<file path="src/rtl/spau_pkg.sv">
`default_nettype none

package spau_pkg;

  localparam int unsigned TileCount     = 1024;
  localparam int unsigned ScreenWidth   = 240;
  localparam int unsigned ScreenHeight  = 160;
  localparam int unsigned TileRowStride = 32;

  localparam int unsigned DimW   = 7;
  localparam int unsigned PosXW  = 9;
  localparam int unsigned PosYW  = 8;
  localparam int unsigned PixW   = 6;
  localparam int unsigned TexelW = 3;

  typedef enum logic [1:0] {
    SHAPE_SQUARE = 2'd0,
    SHAPE_WIDE   = 2'd1,
    SHAPE_TALL   = 2'd2
  } shape_e;

  typedef logic [DimW-1:0] dim_t;

  // square dimension for a size index
  function automatic dim_t square_dim(input logic [1:0] size);
    dim_t d;
    case (size)
      2'd0:    d = 7'd8;
      2'd1:    d = 7'd16;
      2'd2:    d = 7'd32;
      default: d = 7'd64;
    endcase
    return d;
  endfunction

  // long side of a wide or tall sprite
  function automatic dim_t long_dim(input logic [1:0] size);
    dim_t d;
    case (size)
      2'd0:    d = 7'd16;
      2'd1:    d = 7'd32;
      2'd2:    d = 7'd32;
      default: d = 7'd64;
    endcase
    return d;
  endfunction

  // short side of a wide or tall sprite
  function automatic dim_t short_dim(input logic [1:0] size);
    dim_t d;
    case (size)
      2'd0:    d = 7'd8;
      2'd1:    d = 7'd8;
      2'd2:    d = 7'd16;
      default: d = 7'd32;
    endcase
    return d;
  endfunction

  // the prohibited shape code decodes as square
  function automatic dim_t sprite_dim_w(input logic [1:0] shape, input logic [1:0] size);
    dim_t d;
    case (shape)
      SHAPE_WIDE: d = long_dim(size);
      SHAPE_TALL: d = short_dim(size);
      default:    d = square_dim(size);
    endcase
    return d;
  endfunction

  function automatic dim_t sprite_dim_h(input logic [1:0] shape, input logic [1:0] size);
    dim_t d;
    case (shape)
      SHAPE_WIDE: d = short_dim(size);
      SHAPE_TALL: d = long_dim(size);
      default:    d = square_dim(size);
    endcase
    return d;
  endfunction

endpackage

`default_nettype wire

</file>
<file path="src/rtl/spau_req_if.sv">
`default_nettype none

interface spau_req_if #(
  parameter int unsigned TILE_W = 10
);
  logic              valid;
  logic              ready;
  logic [1:0]        shape_sel;
  logic [1:0]        size_sel;
  logic [TILE_W-1:0] tile_base;
  logic              affine;
  logic              hflip;
  logic              vflip;
  logic              hidden;
  logic [8:0]        sprite_x;
  logic [7:0]        sprite_y;
  logic [5:0]        pix_col;
  logic [5:0]        pix_row;

  modport source (
    output valid, shape_sel, size_sel, tile_base, affine, hflip, vflip, hidden,
           sprite_x, sprite_y, pix_col, pix_row,
    input  ready
  );

  modport sink (
    input  valid, shape_sel, size_sel, tile_base, affine, hflip, vflip, hidden,
           sprite_x, sprite_y, pix_col, pix_row,
    output ready
  );
endinterface

`default_nettype wire

</file>
<file path="src/rtl/spau_rsp_if.sv">
`default_nettype none

interface spau_rsp_if #(
  parameter int unsigned TILE_W = 10,
  parameter int unsigned SX_W   = 8,
  parameter int unsigned SY_W   = 8
);
  logic              valid;
  logic              ready;
  logic              draw;
  logic [SX_W-1:0]   screen_x;
  logic [SY_W-1:0]   screen_y;
  logic [TILE_W-1:0] tile_index;
  logic [2:0]        texel_col;
  logic [2:0]        texel_row;
  logic [6:0]        sprite_width;
  logic [6:0]        sprite_height;

  modport source (
    output valid, draw, screen_x, screen_y, tile_index, texel_col, texel_row,
           sprite_width, sprite_height,
    input  ready
  );

  modport sink (
    input  valid, draw, screen_x, screen_y, tile_index, texel_col, texel_row,
           sprite_width, sprite_height,
    output ready
  );
endinterface

`default_nettype wire

</file>
<file path="src/rtl/sprite_pixel_address_unit.sv">
// sprite pixel address unit
// req_i (valid/ready) carries one sprite's attributes and a pixel position inside
// the sprite; rsp_o (valid/ready) returns draw, screen coordinates, tile number,
// texel within the tile and the sprite size for that pixel.
// cfg_we_i/cfg_wdata_i write the one_d_mapping bit; write it only while the unit
// is empty.
// a request taken is held in the input register, its response in the response
// register, with the address logic between the input and response registers.
// throughput: one request per cycle, held by the single input and output register
// pair; both advance together whenever the response register is empty or taken.
// a stalled response holds its register and the input register keeps one more
// request, so req_i.ready drops only when both are full and rsp_o.ready is low.
// reset clears both valid flags and one_d_mapping; no response is pending after it.
// TILE_COUNT is taken to be a power of two, the tile number wraps at it.
`default_nettype none

module sprite_pixel_address_unit import spau_pkg::*; #(
  parameter int unsigned TILE_COUNT      = TileCount,
  parameter int unsigned SCREEN_WIDTH    = ScreenWidth,
  parameter int unsigned SCREEN_HEIGHT   = ScreenHeight,
  parameter int unsigned TILE_ROW_STRIDE = TileRowStride
) (
  input  wire logic   clk_i,
  input  wire logic   rst_ni,
  input  wire logic   cfg_we_i,
  input  wire logic   cfg_wdata_i,
  spau_req_if.sink    req_i,
  spau_rsp_if.source  rsp_o
);

  localparam int unsigned TileW = $clog2(TILE_COUNT);
  localparam int unsigned SxW   = $clog2(SCREEN_WIDTH);
  localparam int unsigned SyW   = $clog2(SCREEN_HEIGHT);

  logic one_d_mapping_q;

  logic              in_valid_q;
  logic [1:0]        shape_q, size_q;
  logic [TileW-1:0]  base_q;
  logic              affine_q, hflip_q, vflip_q, hidden_q;
  logic [PosXW-1:0]  sx_q;
  logic [PosYW-1:0]  sy_q;
  logic [PixW-1:0]   col_q, row_q;

  logic              out_valid_q;
  logic              draw_q, draw_d;
  logic [SxW-1:0]    screen_x_q, screen_x_d;
  logic [SyW-1:0]    screen_y_q, screen_y_d;
  logic [TileW-1:0]  tile_q, tile_d;
  logic [TexelW-1:0] texel_col_q, texel_col_d, texel_row_q, texel_row_d;
  dim_t              width_q, height_q;

  logic req_fire, stage_fire;

  dim_t             w, h;
  logic [PosXW:0]   px;
  logic [PosYW:0]   py;
  logic [PixW-1:0]  c, r;
  logic [6:0]       row_off_1d;
  logic [9:0]       row_off_2d;
  logic [TileW-1:0] row_off;

  assign stage_fire  = in_valid_q && (!out_valid_q || rsp_o.ready);
  assign req_i.ready = !in_valid_q || stage_fire;
  assign req_fire    = req_i.valid && req_i.ready;

  always_ff @(posedge clk_i or negedge rst_ni) begin
    if (!rst_ni) begin
      one_d_mapping_q <= 1'b0;
    end else if (cfg_we_i) begin
      one_d_mapping_q <= cfg_wdata_i;
    end
  end

  always_ff @(posedge clk_i or negedge rst_ni) begin
    if (!rst_ni) begin
      in_valid_q <= 1'b0;
    end else if (req_fire) begin
      in_valid_q <= 1'b1;
    end else if (stage_fire) begin
      in_valid_q <= 1'b0;
    end
  end

  always_ff @(posedge clk_i) begin
    if (req_fire) begin
      shape_q  <= req_i.shape_sel;
      size_q   <= req_i.size_sel;
      base_q   <= req_i.tile_base;
      affine_q <= req_i.affine;
      hflip_q  <= req_i.hflip;
      vflip_q  <= req_i.vflip;
      hidden_q <= req_i.hidden;
      sx_q     <= req_i.sprite_x;
      sy_q     <= req_i.sprite_y;
      col_q    <= req_i.pix_col;
      row_q    <= req_i.pix_row;
    end
  end

  always_comb begin
    w  = sprite_dim_w(shape_q, size_q);
    h  = sprite_dim_h(shape_q, size_q);
    px = {1'b0, sx_q} + (PosXW+1)'(col_q);
    py = {1'b0, sy_q} + (PosYW+1)'(row_q);

    draw_d = !hidden_q
          && ({1'b0, col_q} < w) && ({1'b0, row_q} < h)
          && (px < (PosXW+1)'(SCREEN_WIDTH)) && (py < (PosYW+1)'(SCREEN_HEIGHT));

    // flips only outside affine mode
    c = col_q;
    r = row_q;
    if (!affine_q && hflip_q) begin
      c = PixW'(w - 7'd1 - {1'b0, col_q});
    end
    if (!affine_q && vflip_q) begin
      r = PixW'(h - 7'd1 - {1'b0, row_q});
    end

    row_off_1d = 7'(r[5:3]) * 7'(w[6:3]);
    row_off_2d = 10'(r[5:3]) * 10'(TILE_ROW_STRIDE);
    row_off    = one_d_mapping_q ? TileW'(row_off_1d) : TileW'(row_off_2d);

    screen_x_d  = '0;
    screen_y_d  = '0;
    tile_d      = '0;
    texel_col_d = '0;
    texel_row_d = '0;
    if (draw_d) begin
      screen_x_d  = SxW'(px);
      screen_y_d  = SyW'(py);
      tile_d      = base_q + row_off + TileW'(c[5:3]);
      texel_col_d = c[2:0];
      texel_row_d = r[2:0];
    end
  end

  always_ff @(posedge clk_i or negedge rst_ni) begin
    if (!rst_ni) begin
      out_valid_q <= 1'b0;
    end else if (stage_fire) begin
      out_valid_q <= 1'b1;
    end else if (rsp_o.ready) begin
      out_valid_q <= 1'b0;
    end
  end

  always_ff @(posedge clk_i) begin
    if (stage_fire) begin
      draw_q      <= draw_d;
      screen_x_q  <= screen_x_d;
      screen_y_q  <= screen_y_d;
      tile_q      <= tile_d;
      texel_col_q <= texel_col_d;
      texel_row_q <= texel_row_d;
      width_q     <= w;
      height_q    <= h;
    end
  end

  assign rsp_o.valid         = out_valid_q;
  assign rsp_o.draw          = draw_q;
  assign rsp_o.screen_x      = screen_x_q;
  assign rsp_o.screen_y      = screen_y_q;
  assign rsp_o.tile_index    = tile_q;
  assign rsp_o.texel_col     = texel_col_q;
  assign rsp_o.texel_row     = texel_row_q;
  assign rsp_o.sprite_width  = width_q;
  assign rsp_o.sprite_height = height_q;

endmodule

`default_nettype wire

</file>
<file path="src/flat_wrapper.sv">
// flat-port wrapper written by rule: the top's interface ports become plain ports
module sprite_pixel_address_unit_flat import spau_pkg::*;
#(
  parameter int unsigned TILE_COUNT      = TileCount,
  parameter int unsigned SCREEN_WIDTH    = ScreenWidth,
  parameter int unsigned SCREEN_HEIGHT   = ScreenHeight,
  parameter int unsigned TILE_ROW_STRIDE = TileRowStride
)
  (clk_i, rst_ni, cfg_we_i, cfg_wdata_i, req_i_valid, req_i_shape_sel, req_i_size_sel, req_i_tile_base, req_i_affine, req_i_hflip, req_i_vflip, req_i_hidden, req_i_sprite_x, req_i_sprite_y, req_i_pix_col, req_i_pix_row, req_i_ready, rsp_o_valid, rsp_o_draw, rsp_o_screen_x, rsp_o_screen_y, rsp_o_tile_index, rsp_o_texel_col, rsp_o_texel_row, rsp_o_sprite_width, rsp_o_sprite_height, rsp_o_ready);
  spau_req_if req_i_i ();
  spau_rsp_if rsp_o_i ();
  input  wire logic clk_i;
  input  wire logic rst_ni;
  input  wire logic cfg_we_i;
  input  wire logic cfg_wdata_i;
  input wire logic [$bits(req_i_i.valid)-1:0] req_i_valid;
  input wire logic [$bits(req_i_i.shape_sel)-1:0] req_i_shape_sel;
  input wire logic [$bits(req_i_i.size_sel)-1:0] req_i_size_sel;
  input wire logic [$bits(req_i_i.tile_base)-1:0] req_i_tile_base;
  input wire logic [$bits(req_i_i.affine)-1:0] req_i_affine;
  input wire logic [$bits(req_i_i.hflip)-1:0] req_i_hflip;
  input wire logic [$bits(req_i_i.vflip)-1:0] req_i_vflip;
  input wire logic [$bits(req_i_i.hidden)-1:0] req_i_hidden;
  input wire logic [$bits(req_i_i.sprite_x)-1:0] req_i_sprite_x;
  input wire logic [$bits(req_i_i.sprite_y)-1:0] req_i_sprite_y;
  input wire logic [$bits(req_i_i.pix_col)-1:0] req_i_pix_col;
  input wire logic [$bits(req_i_i.pix_row)-1:0] req_i_pix_row;
  output wire logic [$bits(req_i_i.ready)-1:0] req_i_ready;
  output wire logic [$bits(rsp_o_i.valid)-1:0] rsp_o_valid;
  output wire logic [$bits(rsp_o_i.draw)-1:0] rsp_o_draw;
  output wire logic [$bits(rsp_o_i.screen_x)-1:0] rsp_o_screen_x;
  output wire logic [$bits(rsp_o_i.screen_y)-1:0] rsp_o_screen_y;
  output wire logic [$bits(rsp_o_i.tile_index)-1:0] rsp_o_tile_index;
  output wire logic [$bits(rsp_o_i.texel_col)-1:0] rsp_o_texel_col;
  output wire logic [$bits(rsp_o_i.texel_row)-1:0] rsp_o_texel_row;
  output wire logic [$bits(rsp_o_i.sprite_width)-1:0] rsp_o_sprite_width;
  output wire logic [$bits(rsp_o_i.sprite_height)-1:0] rsp_o_sprite_height;
  input wire logic [$bits(rsp_o_i.ready)-1:0] rsp_o_ready;
  assign req_i_i.valid = req_i_valid;
  assign req_i_i.shape_sel = req_i_shape_sel;
  assign req_i_i.size_sel = req_i_size_sel;
  assign req_i_i.tile_base = req_i_tile_base;
  assign req_i_i.affine = req_i_affine;
  assign req_i_i.hflip = req_i_hflip;
  assign req_i_i.vflip = req_i_vflip;
  assign req_i_i.hidden = req_i_hidden;
  assign req_i_i.sprite_x = req_i_sprite_x;
  assign req_i_i.sprite_y = req_i_sprite_y;
  assign req_i_i.pix_col = req_i_pix_col;
  assign req_i_i.pix_row = req_i_pix_row;
  assign req_i_ready = req_i_i.ready;
  assign rsp_o_valid = rsp_o_i.valid;
  assign rsp_o_draw = rsp_o_i.draw;
  assign rsp_o_screen_x = rsp_o_i.screen_x;
  assign rsp_o_screen_y = rsp_o_i.screen_y;
  assign rsp_o_tile_index = rsp_o_i.tile_index;
  assign rsp_o_texel_col = rsp_o_i.texel_col;
  assign rsp_o_texel_row = rsp_o_i.texel_row;
  assign rsp_o_sprite_width = rsp_o_i.sprite_width;
  assign rsp_o_sprite_height = rsp_o_i.sprite_height;
  assign rsp_o_i.ready = rsp_o_ready;
  sprite_pixel_address_unit #(.TILE_COUNT(TILE_COUNT), .SCREEN_WIDTH(SCREEN_WIDTH), .SCREEN_HEIGHT(SCREEN_HEIGHT), .TILE_ROW_STRIDE(TILE_ROW_STRIDE)) u_core (.clk_i(clk_i), .rst_ni(rst_ni), .cfg_we_i(cfg_we_i), .cfg_wdata_i(cfg_wdata_i), .req_i(req_i_i), .rsp_o(rsp_o_i));
endmodule
</file>
<file path="config.mk">
export PLATFORM = sky130hd
export DESIGN_NAME = sprite_pixel_address_unit_flat
export DESIGN_NICKNAME = d
export VERILOG_FILES = /design/src/rtl/spau_pkg.sv /design/src/rtl/spau_req_if.sv /design/src/rtl/spau_rsp_if.sv /design/src/rtl/sprite_pixel_address_unit.sv /design/src/flat_wrapper.sv
export SDC_FILE = /design/constraint.sdc
export NUM_CORES = 1
export LEC_CHECK = 0
export BUFFER_PORTS_ARGS = -buffer_cell sky130_fd_sc_hd__buf_4
export CORE_UTILIZATION = 25
export DETAILED_ROUTE_END_ITERATION = 7
export GPL_TIMING_DRIVEN = 0
export PLACE_DENSITY = 0.46
export SETUP_SLACK_MARGIN = 0.15
export SLEW_MARGIN = 15
export SYNTH_ARGS = -nofsm -noshare
export SYNTH_HDL_FRONTEND = slang
export SYNTH_SLANG_ARGS = --single-unit
</file>
<file path="constraint.sdc">
create_clock -name clk_i -period 15.3 [get_ports clk_i]
set_input_delay 3.825 -clock clk_i [delete_from_list [all_inputs] [get_ports clk_i]]
set_output_delay 3.825 -clock clk_i [all_outputs]
set_load 0.02 [all_outputs]
</file>
# Word level (Yosys, flattened, before mapping)

Cells that the tools add are included.

Add/sub/neg operators: 8
Multipliers: 1
Order comparisons: 4
Equality and inequality tests: 4
Mux-type cells: 12
Reduce and logical (&&, ||, !) cells: 19

Operators with widths:

| cell                  | number |
|---|---|
| $pmux W7 S2           | 3 |
| $pmux W7 S3           | 1 |
| $lt A6 B7 Y1          | 2 |
| $mux W6               | 2 |
| $pmux W6 S2           | 1 |
| $sub A6 B1 Y6 const B | 2 |
| $sub A6 B6 Y6         | 2 |
| $add A10 B10 Y10      | 1 |
| $add A10 B3 Y10       | 1 |
| $add A9 B6 Y10        | 1 |
| $lt A10 B8 Y1 const B | 1 |
| $add A8 B6 Y9         | 1 |
| $lt A9 B8 Y1 const B  | 1 |
| $logic_and A1 B1 Y1   | 8 |
| $mux W8               | 1 |
| $mul A3 B4 Y7         | 1 |
| $eq A2 B1 Y1 const B  | 2 |
| $eq A2 B2 Y1 const B  | 2 |
| $logic_not A1 Y1      | 4 |
| $mux W1               | 4 |
| $reduce_bool A2 Y1    | 2 |
| $reduce_or A2 Y1      | 2 |
| $logic_not A2 Y1      | 1 |
| $logic_or A1 B1 Y1    | 2 |

Register bits after elaboration: 97
Input bits: 53

# Depth between registers and ports, before layout

Gate-level depths: netlist (run 1).

Depth after elaboration: 11
Gate-level depth with buffers: 25
Mapped depth without buffers: 25

# Worst setup path after synthesis (run 1)

OpenSTA, ideal clock, no wires.

Kind: input to output
Start: input port rsp_o_ready
End: output port req_i_ready
Arrival: 4103 ps
Required time: 11475 ps
Path slack: 7372 ps
Stages: 1
Cell sequence: nand3b_1

Longest elaborated chain between the ends: 3

Ends and longest elaborated chain:

| what                | line                            | text |
|---|---|---|
| from (decl)         | flat_wrapper.sv:38              | `input wire logic [$bits(rsp_o_i.ready)-1:0] rsp_o_ready;` |
| $logic_or A1 B1 Y1  | sprite_pixel_address_unit.sv:63 | `assign stage_fire = in_valid_q && (!out_valid_q \|\| rsp_o.ready);` |
| $logic_and A1 B1 Y1 | sprite_pixel_address_unit.sv:63 |  |
| $logic_or A1 B1 Y1  | sprite_pixel_address_unit.sv:64 | `assign req_i.ready = !in_valid_q \|\| stage_fire;` |
| to (decl)           | flat_wrapper.sv:28              | `output wire logic [$bits(req_i_i.ready)-1:0] req_i_ready;` |

Every way passes these cells.

# Worst setup path after layout (run 1)

Same ends and word-level chain as after synthesis.

==> flow_summary.toml, run 1 <==
[outcome]
status = "finished, final reports clean"

[floorplan]
fp.coreArea_mm2 = 0.0202
io_pins = 102
rows = 52
die-width_um = 146
die_area_mm2 = 0.0213
die_h_um = 146
start_util_pct = 25.5

[setup_path]
worst-path-buf-inv = 2
cp-start-kind = "input pin"
end_kind = "output pin"
required_ps = 11480
crit_slowest_cell = "nand3b_1"
crit_arrival_ps = 4300
cpLargestDelayFamily = "buffers and inverters"
path_class = "in2out"
cp_max_fo = 3
worstPathCellList = "buf_4, nand3b_1, buf_4"
worst_path_most_repeated_cell = "buf_4"
rr_endpoint = "u_core.rsp_o.tile_index[8]$_SDFFCE_PN0P_"
reg2reg_from = "u_core.shape_q[1]$_DFFE_PP_"
r2r_setup_slack_ps = 9160
reg2reg_depth = 23
slowest_delay_ps = 190

[sta]
period_needed_ps = 8130
setup_viol = 0
layout_setup_ws_ps = 7170
tightestPinTransition_ps = 831
min_period_over_period_pct = 53.1
setup_tns_ps = 0
skew_ps = 7.49
finalHoldViolCount = 0
rsz0062_at_grt = "no"
hold_slack_ps = 497
fmax_mhz = 123
slew_violations = 0
relSlewSlack_pct = 44.1

[final_layout]
design_area_mm2 = 0.00659
drive_above_1_share_pct = 25.4
nFillCells = 2036
stdcell_count = 805
diodes = 0
syn_to_final_growth_pct = 27.5
final_common_cell = "buf_4"
multiInputGateArea_mm2 = 0.00224
layout_common_cells = "buf_4, edfxtp_1, ha_1"
final_util_pct = 32.6
nets = 646
seq_area_mm2 = 0.00272

[cts]
cts_made_buffers = 9
clk_latency_ps = 350
post_cts_buffers = 0
post_cts_resized = 0
cts.sinks = 91
cts_root_buf = "clkbuf_16"
cts_tree = "yes"
ctsHoldBuffers = 0
clockBufferDepth = 2
h-tree-depth = 3
cts.clk_slew.worst_paths_ps = 60

[global_routing]
grt_pass1_wl_um = 17700
use_met3_pct = 3.48
track_usage_pct = 11.0
grt.overflow.total = 0
grt_pass1_vias = 3490
grtUsageMet1_pct = 12.7
antenna_found_initial = 0
grt_busiest_layer = "met2"
use_met2_pct = 18.5
grt_max_degree = 27

[drt]
wl_per_cell_um = 13.9
detail-route-antenna-nets = 0
drt-pass1-iter-count = 4
drt_iter0_markers = 81
viasPerCell = 4.21
dr_total_vias = 3387
drc_errors = 0
wl_um = 11200

[placed_design]
io_buffers = 95
dpl_cell_area_mm2 = 0.00628
place_inst = 790
finalWeightedCongestion = 0.743
dp_slack_ps = 7180
hpwlAfterDp_um = 8730

[synth]
avgSynthCellArea_um2 = 12.4
ys.flop_type = "edfxtp_1"
ys_types = 53
synth_area_mm2 = 0.00517
yosys_warnings = 0
ys_ff_latch = 91
synth_edf_count = 88
synth_cells = 418
async_flop_share_pct = 3.30
yosysSeqAreaShare_pct = 52.6

[hold_path]
min_to = "u_core.rsp_o.valid$_DFFE_PN0P_"
worstHoldPathCells = 1
min_from = "u_core.in_valid_q$_DFFE_PN0P_"
hold_class = "reg2reg"

[power]
finalPower_mw = 0.711
ir_drop_mv = 0.0557
p_leak_nw = 2.78
p_per_area_mw_per_mm2 = 108

[flow_run]
cap_violations = 0
==> cells by family after synthesis <==
| family | Yosys count | synth area share [%] |
|---|---|---|
| xor+xnor | 23 | 3.90 |
| mux | 5 | 1.07 |
| compound gates | 68 | 9.90 |
| flops | 91 | 52.6 |
| buf+inv | 52 | 4.41 |
| fa+ha+maj | 62 | 16.6 |
| simple gates | 116 | 11.5 |
| other cells | 1 | 0.0726 |
==> flip-flops by register name, indices dropped and copies added, names as in the netlist, 3 cells and up <==
register and flops:
u_core.row_q 6, u_core.sx_q 9, u_core.rsp_o.tile_index 10, u_core.rsp_o.screen_y 8
u_core.col_q 6, u_core.rsp_o.screen_x 8, u_core.base_q 10, u_core.rsp_o.texel_col 3
u_core.rsp_o.sprite_height 4, u_core.rsp_o.texel_row 3, u_core.rsp_o.sprite_width 4, u_core.sy_q 8
==> where the power goes <==
part / internal, mW / switching [mW]
Combinational: 0.0746 / 0.0958
Clock: 0.142 / 0.0949
Sequential: 0.296 / 0.00825
Total: 0.512 / 0.199
==> synth_stat cells (2+ instances only) <==
library cell	n	area, um2
dfrtp_1	3	75.1
xnor2_1	12	105
nor2_1	42	158
nor3_1	7	35.0
and3_1	3	18.8
o311ai_0	2	17.5
and2_1	13	81.3
o21bai_1	2	15.0
a22o_1	2	17.5
ha_1	51	638
a21o_1	5	37.5
buf_2	2	10.0
a211oi_1	5	37.5
fa_1	11	220
o31a_1	4	35.0
xor2_1	11	96.3
o21ai_0	11	55.1
nor2b_1	10	62.6
o211ai_1	3	22.5
inv_1	39	146
mux2_2	4	45.0
nand3_1	3	15.0
o21a_1	6	45.0
nor3_2	4	40.0
a21boi_0	2	15.0
nand2b_1	8	50.1
edfxtp_1	88	2640
a221o_1	2	20.0
nand2_1	17	63.8
o2111ai_1	2	17.5
clkbuf_1	4	15.0
or2_2	2	12.5
buf_4	6	45.0
a21oi_1	13	65.1
==> cell type report <==
cell class / instances / area share [%]
Inverter: 39 / 2.22
Timing Repair Buffer: 97 / 11.4
Sequential cell: 91 / 41.2
Tap cell: 270 / 5.13
Buffer: 13 / 1.23
Clock inverter: 5 / 1.20
Multi-Input combinational cell: 280 / 34.1
Clock buffer: 10 / 3.48
==> how the worst max path moves through the flow <==
stage                  endpoint  slack, ps  depth (start not counted)         from
floorplan           req_i_ready       7370                          1  rsp_o_ready
global placement    req_i_ready       7190                          3  rsp_o_ready
detailed placement  req_i_ready       7180                          3  rsp_o_ready
CTS                 req_i_ready       7170                          3  rsp_o_ready
global route        req_i_ready       7140                          3  rsp_o_ready
finish              req_i_ready       7170                          3  rsp_o_ready
==> routing by layer <==
metal | part of all wire (%) | up-vias | wire [um]
met3 | 5.2 | 14 | 576
li1 | - | 1695 | -
met1 | 43 | 1595 | 4810
met4 | 2.1 | 0 | 236
met5 | 0 | - | 0
met2 | 50 | 83 | 5530
No activity file was read; power rests on OpenSTA's default activity.
==> inputs of run 2 (changes only) <==
--- a/config.mk
+++ b/config.mk
@@ -9,7 +9,7 @@
 export CORE_UTILIZATION = 25
 export DETAILED_ROUTE_END_ITERATION = 7
 export GPL_TIMING_DRIVEN = 0
-export PLACE_DENSITY = 0.46
+export PLACE_DENSITY = 0.48
 export SETUP_SLACK_MARGIN = 0.15
 export SLEW_MARGIN = 15
 export SYNTH_ARGS = -nofsm -noshare
==> constraint.sdc (replaced) <==
create_clock -name clk_i -period 6.7 [get_ports clk_i]
set_input_delay 1.675 -clock clk_i [delete_from_list [all_inputs] [get_ports clk_i]]
set_output_delay 1.675 -clock clk_i [all_outputs]
set_load 0.02 [all_outputs]
==> run 2 against run 1 <==
Register-to-register slack got worse by 8600 ps. Utilization decreased by 0.099 points. First-iteration DRC count increased by 52%. Worst hold slack got worse by 6.3 ps. Global-route usage increased by 0.096 points. Critical path type is now reg2reg.
==> flow_summary.toml, run 2 (same netlist as run 1, synthesis figures left out) <==
[setup_path]
required_ps = 6800
cp_max_fo = 10
r2r_setup_slack_ps = 580
slowest_delay_ps = 580
end_kind = "flop"
worstPathCellList = "ha_1, clkbuf_1, nor3_1, a22o_1, ha_1, fa_1, xnor2_1, o21ai_0, nand2_1, fa_1, inv_1, ha_1, a21o_1, a21oi_1, xor2_1, a21oi_1, ha_1, ha_1, and2_1, a311o_1, o41ai_1, xor2_1, nor2_1"
crit_arrival_ps = 6220
path_class = "reg2reg"
worst_path_most_repeated_cell = "ha_1"
cp-start-kind = "flop"
crit_slowest_cell = "fa_1"

[final_layout]
nFillCells = 2025
layout_common_cells = "buf_4, edfxtp_1, ha_1"
final_util_pct = 32.5
syn_to_final_growth_pct = 27.1
final_common_cell = "buf_4"
diodes = 0
drive_above_1_share_pct = 25.4
nets = 646

[cts]
clockBufferDepth = 2
cts.sinks = 91
ctsHoldBuffers = 0
post_cts_resized = 0
cts_root_buf = "clkbuf_16"
post_cts_buffers = 0
cts_made_buffers = 9
cts.clk_slew.worst_paths_ps = 60
cts_tree = "yes"
clk_latency_ps = 340
h-tree-depth = 3

[global_routing]
use_met3_pct = 3.20
grt_max_degree = 28
grt.overflow.total = 0
use_met2_pct = 19.0
grt_pass1_wl_um = 17900
grt_busiest_layer = "met2"
antenna_found_initial = 0
grt_pass1_vias = 3428
grtUsageMet1_pct = 13.3
track_usage_pct = 11.1

[placed_design]
io_buffers = 95
hpwlAfterDp_um = 8760
finalWeightedCongestion = 0.711
dp_slack_ps = 558

[floorplan]
die-width_um = 146
io_pins = 102
fp.coreArea_mm2 = 0.0202
start_util_pct = 25.5
die_h_um = 146
rows = 52
die_area_mm2 = 0.0213

[power]
finalPower_mw = 1.59
p_per_area_mw_per_mm2 = 242
ir_drop_mv = 0.102
p_leak_nw = 2.77

[drt]
wl_um = 11300
drt-pass1-iter-count = 6
drt_iter0_markers = 123
dr_total_vias = 3437
wl_per_cell_um = 14.0
detail-route-antenna-nets = 0
viasPerCell = 4.26
drc_errors = 0

[sta]
relSlewSlack_pct = 43.6
setup_viol = 0
fmax_mhz = 163
rsz0062_at_grt = "no"
slew_violations = 0
min_period_over_period_pct = 91.3
layout_setup_ws_ps = 582
setup_tns_ps = 0
tightestPinTransition_ps = 838
finalHoldViolCount = 0
skew_ps = 6.92
period_needed_ps = 6120

[hold_path]
hold_class = "reg2reg"

[outcome]
status = "finished, final reports clean"

[flow_run]
cap_violations = 0
run 2: cell count changes in the layout (fill, tap and decap cells not counted), sizes merged:
cell	delta
clkinv	+1
clkbuf	+2
bufinv	-1
clkinvlp	-1
run 2: worst paths after layout:
kind / startpoint / end / depth (start not counted)
max in group asynchronous: rst_ni / u_core.in_valid_q$_DFFE_PN0P_ / 1
worst max-delay path: u_core.shape_q[1]$_DFFE_PP_ / u_core.rsp_o.tile_index[8]$_SDFFCE_PN0P_ / 23
worst max register to register: u_core.shape_q[1]$_DFFE_PP_ / u_core.rsp_o.tile_index[8]$_SDFFCE_PN0P_ / 23
min in group asynchronous: rst_ni / u_core.rsp_o.valid$_DFFE_PN0P_ / 1
worst min-delay path: u_core.in_valid_q$_DFFE_PN0P_ / u_core.rsp_o.valid$_DFFE_PN0P_ / 1
worst min register to register: u_core.in_valid_q$_DFFE_PN0P_ / u_core.rsp_o.valid$_DFFE_PN0P_ / 1
run 2: final cells by class:
cell class / instances / area, um2 / area share [%]
plain buffers: 13 / 81.3 / 1.24
clock buffers: 12 / 236 / 3.60
clock inverters: 4 / 51.3 / 0.781
inverters: 39 / 146 / 2.23
multi-input cells: 280 / 2240 / 34.2
flip-flops and latches: 91 / 2720 / 41.4
well taps: 270 / 338 / 5.14
repair buffers: 97 / 753 / 11.5
run 2: report_power, final:
group          total (mW)  internal [mW]  switching, mW
clock network       0.503          0.290          0.213
logic               0.389          0.170          0.219
registers           0.696          0.676         0.0199
total                1.59           1.14          0.452
run 2: layer usage:
| metal | share of wire, % | vias to the layer above |
|---|---|---|
| met4 | 1.1 | 0 |
| met2 | 50 | 73 |
| met5 | 0 | - |
| met3 | 4.4 | 9 |
| met1 | 44 | 1655 |
| li1 | - | 1700 |
run 2: worst max-delay path: cells and delay by family, from the launching register on:
family          cells  cell delay, ps
buf+inv             2             380
simple gates        4             540
flops               1             390
fa+ha+maj           7            2440
xor+xnor            3             500
compound gates      7            1650
run 2: metrics by stage:
stage,instance area (um2),std cells,hold WS [ps]
2_1_floorplan,5190,423,449
3_3_place_gp,6240,788,466
3_5_place_dp,6280,790,484
4_1_cts,6570,806,496
5_1_grt,6570,806,533
6_report,6570,806,491
==> inputs of run 3 (changes only) <==
--- a/config.mk
+++ b/config.mk
@@ -6,6 +6,8 @@
 export NUM_CORES = 1
 export LEC_CHECK = 0
 export BUFFER_PORTS_ARGS = -buffer_cell sky130_fd_sc_hd__buf_4
+export CORE_ASPECT_RATIO = 0.8
+export CORE_MARGIN = 10
 export CORE_UTILIZATION = 25
 export DETAILED_ROUTE_END_ITERATION = 7
 export GPL_TIMING_DRIVEN = 0
==> run 3 against run 2 <==
Combinational power rose by 3%. Sequential share of layout area fell by 0.079 points. Final cell count fell by 0.74%. Clock power rose by 4%. Utilization rose by 0.30 points. Clock skew rose by 3.6 ps. Worst setup slack got worse by 64 ps. Largest cell class unchanged. Maximum frequency fell by 1.0%.
==> flow_summary.toml, run 3 (same netlist as run 1, synthesis figures left out) <==
[power]
p_leak_nw = 2.78
p_per_area_mw_per_mm2 = 246
p_clk_share_pct = 32.3
seq_power_share_pct = 43.1
switching_power_mw = 0.475
pwr-share-comb_pct = 24.7
ir_drop_mv = 0.126
cellInternalPower_mw = 1.14
p_sw_share_pct = 29.4

[drt]
wl_um = 12900
dr_total_vias = 3370
detail-route-antenna-nets = 0
wl_per_cell_um = 16.2
drt_iter0_markers = 176
viasPerCell = 4.21
drc_errors = 0
drt-pass1-iter-count = 4

[sta]
slew_violations = 0
relSlewSlack_pct = 46.8
tightestPinTransition_ps = 791
setup_tns_ps = 0
finalHoldViolCount = 0
hold_slack_ps = 493
period_needed_ps = 6180
min_period_over_period_pct = 92.3
skew_ps = 10.5
setup_viol = 0
rsz0062_at_grt = "no"
fmax_mhz = 162

[global_routing]
grt.overflow.total = 0
grt_pass1_wl_um = 20300
antenna_found_initial = 0
grt_max_degree = 26
grt_pass1_vias = 3637
track_usage_pct = 9.72

[cts]
ctsHoldBuffers = 0
clk_latency_ps = 350
cts.sinks = 91
cts_tree = "yes"
h-tree-depth = 3
clockBufferDepth = 2
cts_root_buf = "clkbuf_16"
cts_made_buffers = 9
cts.clk_slew.worst_paths_ps = 70

[setup_path]
r2r_setup_slack_ps = 520
reg2reg_depth = 23
cp-start-kind = "flop"
worstPathCellList = "ha_1, buf_1, nor3_1, a22o_1, ha_1, fa_1, xnor2_1, o21ai_0, nand2_1, fa_1, inv_1, ha_1, a21o_1, a21oi_1, xor2_1, a21oi_1, ha_1, ha_1, and2_1, a311o_1, o41ai_1, xor2_1, nor2_1"
slowest_delay_ps = 600
path_class = "reg2reg"
crit_slowest_cell = "fa_1"
rr_endpoint = "u_core.rsp_o.tile_index[8]$_SDFFCE_PN0P_"
required_ps = 6800
crit_arrival_ps = 6290
end_kind = "flop"
worst_path_most_repeated_cell = "ha_1"
reg2reg_from = "u_core.shape_q[1]$_DFFE_PP_"
cp_max_fo = 10

[final_layout]
diodes = 0
nFillCells = 2023
drive_above_1_share_pct = 25.7
syn_to_final_growth_pct = 27.3
nets = 646
final_common_cell = "buf_4"
layout_common_cells = "buf_4, edfxtp_1, ha_1"

[floorplan]
fp.coreArea_mm2 = 0.0201
start_util_pct = 25.7
die_area_mm2 = 0.0269
die-width_um = 181
rows = 46
io_pins = 102
die_h_um = 149

[hold_path]
min_to = "u_core.rsp_o.valid$_DFFE_PN0P_"
worstHoldPathCells = 1
min_from = "u_core.in_valid_q$_DFFE_PN0P_"
hold_class = "reg2reg"

[outcome]
status = "finished, final reports clean"

[placed_design]
finalWeightedCongestion = 0.743
io_buffers = 95
hpwlAfterDp_um = 9910

[flow_run]
cap_violations = 0
run 3: power groups by stage:
stage	Clock (mW)	Sequential [mW]	Combinational, mW
2_1_floorplan	0	0.732	0.241
3_3_place_gp	0	0.712	0.389
3_5_place_dp	0	0.710	0.401
4_1_cts	0.543	0.698	0.406
5_1_grt	0.560	0.701	0.451
6_report	0.522	0.697	0.399
run 3: layout make-up:
cell class                      instances  area [um2]  area share (%)
Inverter                               39         146            2.22
Clock inverter                          6        71.3            1.08
Clock buffer                           10         229            3.48
Sequential cell                        91        2720            41.3
Timing Repair Buffer                   97         761            11.6
Multi-Input combinational cell        280        2240            34.1
Tap cell                              264         330            5.02
Buffer                                 13        81.3            1.24
run 3: stage by stage:
step / setup WS [ps] / util, % / power [mW] / instance area [um2] / cells
floorplan: 1140 / - / 0.973 / 5190 / 423
global placement: 629 / 31.0 / 1.10 / 6230 / 782
detailed placement: 564 / 31.3 / 1.11 / 6280 / 784
CTS: 477 / 32.8 / 1.65 / 6580 / 800
global route: 150 / 32.8 / 1.71 / 6580 / 800
finish: 518 / 32.8 / 1.62 / 6580 / 800
run 3: worst max-delay path by stage:
| stage | endpoint | slack [ps] | start |
|---|---|---|---|
| 2_1_floorplan | u_core.rsp_o.tile_index[8]$_SDFFCE_PN0P_ | 1140 | u_core.shape_q[1]$_DFFE_PP_ |
| 3_3_place_gp | u_core.rsp_o.tile_index[8]$_SDFFCE_PN0P_ | 630 | u_core.shape_q[1]$_DFFE_PP_ |
| 3_5_place_dp | u_core.rsp_o.tile_index[8]$_SDFFCE_PN0P_ | 560 | u_core.shape_q[1]$_DFFE_PP_ |
| 4_1_cts | u_core.rsp_o.tile_index[8]$_SDFFCE_PN0P_ | 480 | u_core.shape_q[1]$_DFFE_PP_ |
| 5_1_grt | u_core.rsp_o.tile_index[8]$_SDFFCE_PN0P_ | 150 | u_core.shape_q[1]$_DFFE_PP_ |
| 6_report | u_core.rsp_o.tile_index[8]$_SDFFCE_PN0P_ | 520 | u_core.shape_q[1]$_DFFE_PP_ |
run 3: routing by layer:
layer | wire [um] | global-route usage [%] | up-vias
li1 | - | - | 1697
met1 | 6340 | 13.1 | 1577
met2 | 5580 | 14.2 | 85
met3 | 857 | 3.71 | 11
met4 | 162 | 2.66 | 0
met5 | 0 | 0 | -
run 3: worst max-delay path: cells and delay by family (launching register included):
family	cells	cell delay (ps)
simple gates	4	530
compound gates	7	1630
buf+inv	2	410
fa+ha+maj	7	2470
xor+xnor	3	530
flops	1	400
run 3: what timing repair did:
item	4_1_cts	5_1_grt
resized for setup	0	1
hold endpoints to repair	0	0
setup buffers	0	0
setup endpoints to repair	0	1
